[config.mk]
export PLATFORM = sky130hd
export DESIGN_NAME = symbol_interning_table
export DESIGN_NICKNAME = d
export VERILOG_FILES = /design/src/rtl/core/sit_pkg.sv /design/src/rtl/core/symbol_interning_table.sv
export VERILOG_INCLUDE_DIRS = /design/src /design/src/rtl/core
export SDC_FILE = /design/constraint.sdc
export NUM_CORES = 2
export LEC_CHECK = 0
export ABC_AREA = 1
export BUFFER_PORTS_ARGS = -buffer_cell sky130_fd_sc_hd__buf_2
export CORE_MARGIN = 1.5
export CORE_UTILIZATION = 24
export CTS_CLUSTER_SIZE = 12
export DETAILED_ROUTE_END_ITERATION = 10
export GPL_TIMING_DRIVEN = 1
export MAX_ROUTING_LAYER = met4
export PLACE_DENSITY = 0.38
export SLEW_MARGIN = 20
export SYNTH_ARGS = -nofsm -noshare
export SYNTH_HDL_FRONTEND = slang
export SYNTH_SLANG_ARGS = --single-unit
export TNS_END_PERCENT = 5
[constraint.sdc]
create_clock -name clk -period 11.9 [get_ports clk]
set_input_delay 2.38 -clock clk [delete_from_list [all_inputs] [get_ports clk]]
set_output_delay 2.38 -clock clk [all_outputs]
set_load 0.005 [all_outputs]
[src/rtl/core/symbol_interning_table_defines.svh]
// assertion macros for the symbol interning table
// used by symbol_interning_table.sv, expects clk and rst_n in scope
`ifndef SYMBOL_INTERNING_TABLE_DEFINES_SVH
`define SYMBOL_INTERNING_TABLE_DEFINES_SVH

// checked only out of reset
`define SIT_ASSERT(label, prop, msg) \
    label: assert property (@(posedge clk) disable iff (!rst_n) prop) else $error(msg);

// checked at every edge, reset included
`define SIT_ASSERT_ALWAYS(label, prop, msg) \
    label: assert property (@(posedge clk) prop) else $error(msg);

`endif

[src/rtl/core/sit_pkg.sv]
// types and constants for the symbol interning table
// no dependencies
`timescale 1ns / 1ps
`default_nettype none

package sit_pkg;

    localparam int SYM_W        = 8;
    localparam int SYM_COUNT    = 1 << SYM_W;
    localparam int STATUS_W     = 2;
    localparam int INDEX_W      = 8;
    localparam int COUNT_OUT_W  = 9;
    localparam int TABLE_DEPTH_DEF = 256;

    typedef enum logic [0:0] {
        OP_INTERN  = 1'b0,
        OP_REVERSE = 1'b1
    } op_t;

    typedef enum logic [STATUS_W-1:0] {
        ST_FOUND     = 2'd0,
        ST_ADDED     = 2'd1,
        ST_NOT_FOUND = 2'd2,
        ST_FULL      = 2'd3
    } status_t;

endpackage

`default_nettype wire

[src/rtl/core/symbol_interning_table.sv]
// symbol interning table: byte symbols to dense indices, and back
// depends on sit_pkg and symbol_interning_table_defines.svh
//
// Takes one item per cycle while the output is not stalled and returns one result per item.
// An item is registered at its accepting edge together with synchronous reads of the forward
// table (256 entries, indexed by symbol) and the reverse store (TABLE_DEPTH entries, indexed
// by position). When the first stage advances, a single pass resolves the request, appends a
// new symbol with one write to each memory, and loads the result register. A stalled result
// holds the next item in the first stage and that stalls the input; the output stall alone
// sets the rate. A one-entry bypass of the last append covers the read taken at the same
// edge as that write. The forward table carries one valid flop per entry, cleared at reset;
// the reverse store is not cleared, so no clearing pass is needed after reset.
`timescale 1ns / 1ps
`default_nettype none
`include "symbol_interning_table_defines.svh"

module symbol_interning_table #(
    parameter int TABLE_DEPTH = sit_pkg::TABLE_DEPTH_DEF
) (
    input  wire logic                            clk,
    input  wire logic                            rst_n,
    input  wire logic                            in_valid,
    output logic                                 in_stall,
    input  wire logic                            opcode,
    input  wire logic [sit_pkg::SYM_W-1:0]       symbol,
    input  wire logic [sit_pkg::INDEX_W-1:0]     lookup_index,
    output logic                                 out_valid,
    input  wire logic                            out_stall,
    output logic [sit_pkg::STATUS_W-1:0]         status,
    output logic [sit_pkg::INDEX_W-1:0]          index_out,
    output logic [sit_pkg::SYM_W-1:0]            symbol_out,
    output logic [sit_pkg::COUNT_OUT_W-1:0]      symbol_count
);

    import sit_pkg::*;

    localparam int AW = (TABLE_DEPTH > 1) ? $clog2(TABLE_DEPTH) : 1;
    localparam int CW = $clog2(TABLE_DEPTH + 1);

    // storage
    logic [AW-1:0]        fwd_mem [SYM_COUNT];
    logic [SYM_W-1:0]     rev_mem [TABLE_DEPTH];
    logic [SYM_COUNT-1:0] fwd_valid_reg;
    logic [CW-1:0]        count_reg;

    // stage one
    logic                 s1_valid_reg;
    logic                 s1_op_reg;
    logic [SYM_W-1:0]     s1_sym_reg;
    logic [INDEX_W-1:0]   s1_idx_reg;
    logic [AW-1:0]        fwd_rd_reg;
    logic [SYM_W-1:0]     rev_rd_reg;

    // last append
    logic                 byp_valid_reg;
    logic [SYM_W-1:0]     byp_sym_reg;
    logic [AW-1:0]        byp_slot_reg;

    // result
    logic                 out_valid_reg;
    status_t              status_reg;
    logic [INDEX_W-1:0]   index_reg;
    logic [SYM_W-1:0]     sym_out_reg;
    logic [CW-1:0]        count_out_reg;

    logic                 in_fire;
    logic                 s1_adv;
    logic                 present;
    logic                 full;
    logic                 add;
    logic [AW-1:0]        slot;
    logic [AW-1:0]        fwd_idx;
    logic [SYM_W-1:0]     rev_sym;
    status_t              status_next;
    logic [INDEX_W-1:0]   index_next;
    logic [SYM_W-1:0]     sym_out_next;
    logic [CW-1:0]        count_next;

    assign s1_adv   = s1_valid_reg && (!out_valid_reg || !out_stall);
    assign in_stall = s1_valid_reg && !s1_adv;
    assign in_fire  = in_valid && !in_stall;

    assign slot    = count_reg[AW-1:0];
    assign full    = (count_reg == CW'(TABLE_DEPTH));
    assign present = fwd_valid_reg[s1_sym_reg];
    assign fwd_idx = (byp_valid_reg && byp_sym_reg == s1_sym_reg) ? byp_slot_reg : fwd_rd_reg;
    assign rev_sym = (byp_valid_reg && byp_slot_reg == s1_idx_reg[AW-1:0])
                     ? byp_sym_reg : rev_rd_reg;
    assign add     = (s1_op_reg == OP_INTERN) && !present && !full;

    always_comb
    begin
        status_next  = ST_FOUND;
        index_next   = '0;
        sym_out_next = '0;
        count_next   = count_reg;
        if (s1_op_reg == OP_INTERN)
        begin
            if (present)
            begin
                index_next = INDEX_W'(fwd_idx);
            end
            else if (!full)
            begin
                status_next = ST_ADDED;
                index_next  = INDEX_W'(slot);
                count_next  = count_reg + CW'(1);
            end
            else
            begin
                status_next = ST_FULL;
            end
        end
        else
        begin
            if (COUNT_OUT_W'(s1_idx_reg) < COUNT_OUT_W'(count_reg))
            begin
                index_next   = s1_idx_reg;
                sym_out_next = rev_sym;
            end
            else
            begin
                status_next = ST_NOT_FOUND;
            end
        end
    end

    // memories: registered read on accept, write on append
    always_ff @(posedge clk)
    begin
        if (in_fire)
        begin
            fwd_rd_reg <= fwd_mem[symbol];
            rev_rd_reg <= rev_mem[lookup_index[AW-1:0]];
        end
        if (s1_adv && add)
        begin
            fwd_mem[s1_sym_reg] <= slot;
            rev_mem[slot]       <= s1_sym_reg;
        end
    end

    always_ff @(posedge clk or negedge rst_n)
    begin
        if (!rst_n)
        begin
            s1_valid_reg  <= 1'b0;
            out_valid_reg <= 1'b0;
            byp_valid_reg <= 1'b0;
            fwd_valid_reg <= '0;
            count_reg     <= '0;
        end
        else
        begin
            if (in_fire)
            begin
                s1_valid_reg <= 1'b1;
            end
            else if (s1_adv)
            begin
                s1_valid_reg <= 1'b0;
            end
            if (s1_adv)
            begin
                out_valid_reg <= 1'b1;
                byp_valid_reg <= add;
                count_reg     <= count_next;
                if (add)
                begin
                    fwd_valid_reg[s1_sym_reg] <= 1'b1;
                end
            end
            else if (!out_stall)
            begin
                out_valid_reg <= 1'b0;
            end
        end
    end

    always_ff @(posedge clk)
    begin
        if (in_fire)
        begin
            s1_op_reg  <= opcode;
            s1_sym_reg <= symbol;
            s1_idx_reg <= lookup_index;
        end
        if (s1_adv)
        begin
            byp_sym_reg   <= s1_sym_reg;
            byp_slot_reg  <= slot;
            status_reg    <= status_next;
            index_reg     <= index_next;
            sym_out_reg   <= sym_out_next;
            count_out_reg <= count_next;
        end
    end

    assign out_valid    = out_valid_reg;
    assign status       = status_reg;
    assign index_out    = index_reg;
    assign symbol_out   = sym_out_reg;
    assign symbol_count = COUNT_OUT_W'(count_out_reg);

    `SIT_ASSERT(a_count_bound, count_reg <= CW'(TABLE_DEPTH), "count above depth")
    `SIT_ASSERT(a_append_grows,
        (s1_adv && add) |=> count_reg == $past(count_reg) + CW'(1),
        "append did not grow count")
    `SIT_ASSERT(a_added_index,
        (out_valid_reg && status_reg == ST_ADDED)
            |-> (COUNT_OUT_W'(index_reg) + COUNT_OUT_W'(1) == COUNT_OUT_W'(count_out_reg)),
        "added index not last")
    `SIT_ASSERT(a_full_only_at_depth,
        (out_valid_reg && status_reg == ST_FULL) |-> count_out_reg == CW'(TABLE_DEPTH),
        "full reported below depth")
    `SIT_ASSERT_ALWAYS(a_reset_clears,
        !rst_n |=> (count_reg == '0 && fwd_valid_reg == '0),
        "reset left table state")

endmodule

`default_nettype wire

== After elaboration in Yosys (flattened, before gate mapping) ==
Memories as Yosys holds them, arrays and structs flattened. A register that Yosys moved wholly into a read port is not among the register bits.
Index checks and enable logic that the tools add are counted.

* Word-level logic and storage cells: 68
* Memories kept: 2
* Input port bits: 21
* Output and inout bits: 29
* RAM bits: 4096
* Flip-flop bits (word level): 328

* Order comparisons: 3
* Bitwise gates (word level): 2
* Add/subtract/negate cells: 1
* Equal/unequal tests: 4
* Mux-type cells: 23
* Reductions and logical operators: 19

{| class="wikitable"
|+ Memory list
! memory !! depth !! bits a word !! read ports !! clocked after memory_dff !! write ports !! line !! text
|-
| fwd_mem || 256 || 8 || 1 || 1 || 1 || symbol_interning_table.sv:41 || <nowiki>logic [AW-1:0] fwd_mem [SYM_COUNT];</nowiki>
|-
| rev_mem || 256 || 8 || 1 || 1 || 1 || symbol_interning_table.sv:42 || <nowiki>logic [SYM_W-1:0] rev_mem [TABLE_DEPTH];</nowiki>
|}

{| class="wikitable"
|+ Operators by type and width
! operator !! count
|-
| OR 256 bit || 1
|-
| two-way mux 8 bit || 6
|-
| two-way mux 9 bit || 3
|-
| == test 8 bit || 2
|-
| adder 9 x 1 -> 9 bit (second input constant) || 1
|-
| == test 9 bit (second input constant) || 1
|-
| logical AND 1 bit || 9
|-
| less-than comparator 8 x 9 -> 1 bit || 1
|-
| less-than comparator 8 x 9 -> 1 bit (second input constant) || 1
|-
| binary-select mux 1 bit (select 8 bit) || 1
|-
| demux 1 bit (select 8 bit) || 1
|-
| >= comparator 8 x 1 -> 1 bit (second input constant) || 1
|-
| two-way mux 1 bit || 8
|-
| two-way mux 2 bit || 4
|-
| zero test 1 bit || 6
|-
| AND reduction 2 bit || 2
|-
| inequality test 2 x 1 -> 1 bit (second input constant) || 1
|-
| nonzero test 2 bit || 1
|-
| logical OR 1 bit || 1
|-
| inverter 1 bit || 1
|}

== Longest topological paths before layout ==
* Depth in word-level cells: 8
* Depth in mapped cells: 24
* Depth with buffers taken out: 20

== Worst setup path after synthesis ==
OpenSTA, ideal clock, no wires.

* Kind: register -> register
* Start: register s1_sym_reg[2]
* End: memory fwd_mem[110][0] in the netlist's numbering, enable pin
* Buffers on the path: 3
* Library setup time: 383 ps
* Period minus slack after synthesis: 6593 ps
* Cell stages (with the launch flop): 16
* Arrival time: 6210 ps
* Required time: 11517 ps
* Setup slack: 5307 ps
* Path through: edfxtp_1 > nor2_1 > buf_2 > nand2_1 > nand2_1 > nor2_1 > nor2_1 > nor2_1 > nand2_1 > nand2_1 > nand2_1 > nor2_4 > nand4_1 > clkbuf_1 > buf_1 > nor3_1

* Longest elaborated chain between the ends: 8

{| class="wikitable"
|+ RTL lines
! what !! line !! text
|-
| start, declared || symbol_interning_table.sv:49 || <nowiki>logic [SYM_W-1:0] s1_sym_reg;</nowiki>
|-
| start signal, assigned || symbol_interning_table.sv:185 || <nowiki>s1_sym_reg <= symbol;</nowiki>
|-
| binary-select mux 1 bit (select 8 bit) || symbol_interning_table.sv:85 || <nowiki>assign present = fwd_valid_reg[s1_sym_reg];</nowiki>
|-
| two-way mux 1 bit (not written as such) || symbol_interning_table.sv:85 ||
|-
| zero test 1 bit || symbol_interning_table.sv:89 || <nowiki>assign add = (s1_op_reg == OP_INTERN) && !present && !full;</nowiki>
|-
| logical AND 1 bit (2 in series) || symbol_interning_table.sv:89 ||
|-
| logical AND 1 bit || symbol_interning_table.sv:136 || <nowiki>if (s1_adv && add)</nowiki>
|-
| two-way mux 1 bit || symbol_interning_table.sv:136 ||
|-
| two-way mux 1 bit (not written as such) || symbol_interning_table.sv:138 || <nowiki>fwd_mem[s1_sym_reg] <= slot;</nowiki>
|-
| end, declared || symbol_interning_table.sv:41 ||
|}

Several ways; a longest one is shown, not always the timed one. The select of a mux whose other input is x is not followed.

== Worst setup path after layout ==
* Start: register s1_sym_reg[0]
* End: memory rev_mem[77][1], enable pin

* Longest elaborated chain between the ends: 8

{| class="wikitable"
|+ RTL lines
! what !! line !! text
|-
| binary-select mux 1 bit (select 8 bit) || symbol_interning_table.sv:85 ||
|-
| two-way mux 1 bit (not written as such) || symbol_interning_table.sv:85 ||
|-
| zero test 1 bit || symbol_interning_table.sv:89 ||
|-
| logical AND 1 bit (2 in series) || symbol_interning_table.sv:89 ||
|-
| logical AND 1 bit || symbol_interning_table.sv:136 ||
|-
| two-way mux 1 bit || symbol_interning_table.sv:136 ||
|-
| two-way mux 1 bit (not written as such) || symbol_interning_table.sv:139 || <nowiki>rev_mem[slot] <= s1_sym_reg;</nowiki>
|-
| end, declared || symbol_interning_table.sv:42 ||
|}

Every way passes these cells. The select of a mux whose other input is x is not followed.

==> results.md <==
* ANT nets after route at 0
* DR pass1 iterations at 6
* Most instantiated library cell after synthesis: edfxtp_1
* Hold Crit Start: fwd_valid_reg[148]
* Initial Util at 24.08%
* Cts bufs inserted at 520
* Clock buffer depth at 4
* Crit path kind: reg2reg
* Post-Syn Area at 178200 um^2
* Fraction of layout cells with a size suffix above 1 at 8.327%
* First-pass GRT wire length at 895300 um
* Worst-path fanout max at 72
* Post-DP HPWL at 355400 um
* Area of the multi-input gates at 41920 um^2
* Seq/Total Area, Yosys at 74.06%
* Met1 Routed Length at 296100 um
* Largest family of logic cells by synthesized area: simple AND/OR/NAND/NOR gates
* Met3 wire length at 28960 um
* # DRC at 0
* Flops & latches, synth at 4440
* Routed via count at 116400
* Register area at 132000 um^2
* Count of cell types in the netlist at 35
* Top cells by area, synth: edfxtp_1 (70%), o21ai_0 (5.8%), nor2_1 (5.4%), dfrtp_1 (3.8%), nand2_1 (3.7%)
* Min cycle time layout at 6.788 ns
* Async SR Flop Fraction at 6.036%
* Worst hold path type: reg2reg
* GRT Util Overall at 16.64%
* Latest clock arrival within the worst-skew pair at 1.12 ns
* Placer's final routability congestion estimate at 0.7952
* Req. time, crit path at 12.57 ns
* Post-Syn Area per Cell at 12.27 um^2
* Final slew viol count at 0
* Number of global-route vias before repair at 115975
* Setup Skew at 0.09635 ns
* Top cells by count, synth: edfxtp_1 (4172), nor2_1 (2577), o21ai_0 (2076)
* PortBufs at 49
* GRT Residual Overflow at 0
* Area growth syn-to-layout at 15.61%
* Die footprint at 747700 um^2
* Drt total wl at 629200 um
* Fill count at 76473
* Startpoint types: register
* Worst Tran Pin Value at 1.138 ns
* Die W at 864.7 um
* Vias/cell at 4.733
* MaxCap Viol Count at 0
* Leading area contributor after synthesis: edfxtp_1
* Top Metal Used: met4
* Post-synthesis xor/xnor area fraction at 0.03932%
* # Post-CTS Setup Buffers at 0
* Final TNS setup at 0 ns
* Hold buffers post-CTS at 0
* Yosys top cell area share at 70.30%
* Critical R2R Launch: s1_sym_reg[0]
* Layout Nets at 14363
* Mux cell area share after synthesis at 0%
* Worst vdd ir at 0.0001498 V
* Adder-cell share of the synthesized area at 0.08425%
* Synthesized instance count at 14526
* Slew margin rel. at 23.83%
* Final Hold Viols at 0
* WHS at 0.4547 ns
* Iteration-0 DRC Markers at 10578
* Mapped Nets at 14559
* Site row count at 316
* Fmax at 147.3 MHz
* # setup viols final at 0
* CTS tree: done
* EDFF count, synth at 4172
* Die span in y at 864.7 um
* Period utilization at 57.04%
* CTS resizes at 0
* H-tree level count at 6
* PwrDens at 176.2 nW/um^2
* IO Pins at 50
* Met2 wire length at 292200 um
* Status: complete, no violations
* Sink Count at 4440
* Ys Warns at 0
* Initial antenna violation count at 31
* Clk slew on worst S/H paths at 0.06 ns
* CTS root buf: clkbuf_16
* Compound-Gate Fraction of Synth Area at 10.76%
* DR WL/cell at 25.59 um
* Leak at 0.06793 uW
* Simple-gate share of the synthesized area at 12.47%
* WP data arrival at 7.46 ns
* Dominant synthesized flop cell: edfxtp_1
* Crit path from: s1_sym_reg[0]
* Crit path capture type: register
* Core area at 740200 um^2
* Largest net degree at the start of global routing at 189
* Setup repair after global routing missed its margin: no
-- final timing paths --
kind                                      endpoint  cells after the start  slack (ns)
worst max-delay path                rev_mem[77][1]                     19        5.11
worst max register to register      rev_mem[77][1]                     19        5.11
min in group asynchronous        fwd_valid_reg[86]                      1        1.33
worst min register to register  fwd_valid_reg[148]                      2        0.45
max in group asynchronous       fwd_valid_reg[249]                      3        8.08
worst min-delay path            fwd_valid_reg[148]                      2        0.45
-- cells in the final DEF, fill, tap and decap left out, types with 20 or more instances in the layout --
master     synthesis  final
o21bai_1         181    181
inv_6              0     20
bufinv_16          0     28
buf_4             13    292
buf_12             0     26
clkbuf_1         875    125
dfrtp_1          268    260
clkbuf_16          0    535
buf_2             64     38
nor2_1          2577   2565
clkinv_2           0     76
nand3_1         1011   1001
o21ai_0         2076   2076
nand2_1         1761   1752
clkinv_1           7    100
nor3_1           116     99
o22ai_1         1027   1027
inv_1             73     60
edfxtp_1        4172   4172
o21bai_2          71     71
-- through the flow --
stage	area (um^2)	std cells	power, uW	util, %	setup WS (ns)
3_5_place_dp	189700	23666	21030	25.63	4.816
2_1_floorplan	178200	14526	19550	-	5.307
6_report	206000	24591	36290	27.84	5.112
3_3_place_gp	189700	23665	21060	25.63	4.883
4_1_cts	206000	24581	36730	27.83	5.164
5_1_grt	206000	24587	37470	27.83	4.783
-- layer usage --
layer	global-route usage, %	vias up
li1	-	52602
met3	2.081	678
met2	26.11	2793
met5	-	-
met4	3.278	0
met1	23.30	60327
-- cell type report --
type | count | area share, %
Sequential cell | 4440 | 64.08
Multi-Input combinational cell | 8914 | 20.35
Clock buffer | 668 | 6.779
Tap cell | 9858 | 5.987
Timing Repair Buffer | 365 | 1.471
Clock inverter | 247 | 1.131
Inverter | 89 | 0.1962
Antenna cell | 10 | 0.01215
-- critical path, cell delays in order (launching register included) --
cell and delay, ns:
edfxtp_1 0.42, inv_4 0.34, buf_4 0.81, nor2_1 0.37, nand2_1 0.15, nand3_1 0.08
nand2_1 0.06, nand2_1 0.07, nor2_1 0.11, nor2_1 0.05, nor2_1 0.13, nand2_1 0.08
nand2_1 0.06, nand2_1 0.16, nor2_4 0.60, nand2_2 0.23, nor2_4 0.12, buf_4 0.58
nand3_4 0.94, nor2_1 0.93
-- logic make-up after synthesis --
kind of cell,after synthesis
adders and majority gates,12
DFF,4440
buffers and inverters,1172
AOI/OAI and AO/OA,3387
xor gates and xnor gates,8
and+or+nand+nor,5507
-- report_power, final --
group | leakage [uW] | switching, uW | internal, uW
Clock | 0.00794 | 6710 | 8930
Sequential | 0.0426 | 149 | 17600
Combinational | 0.0174 | 2350 | 531
Power figures use the tool's default switching activity.
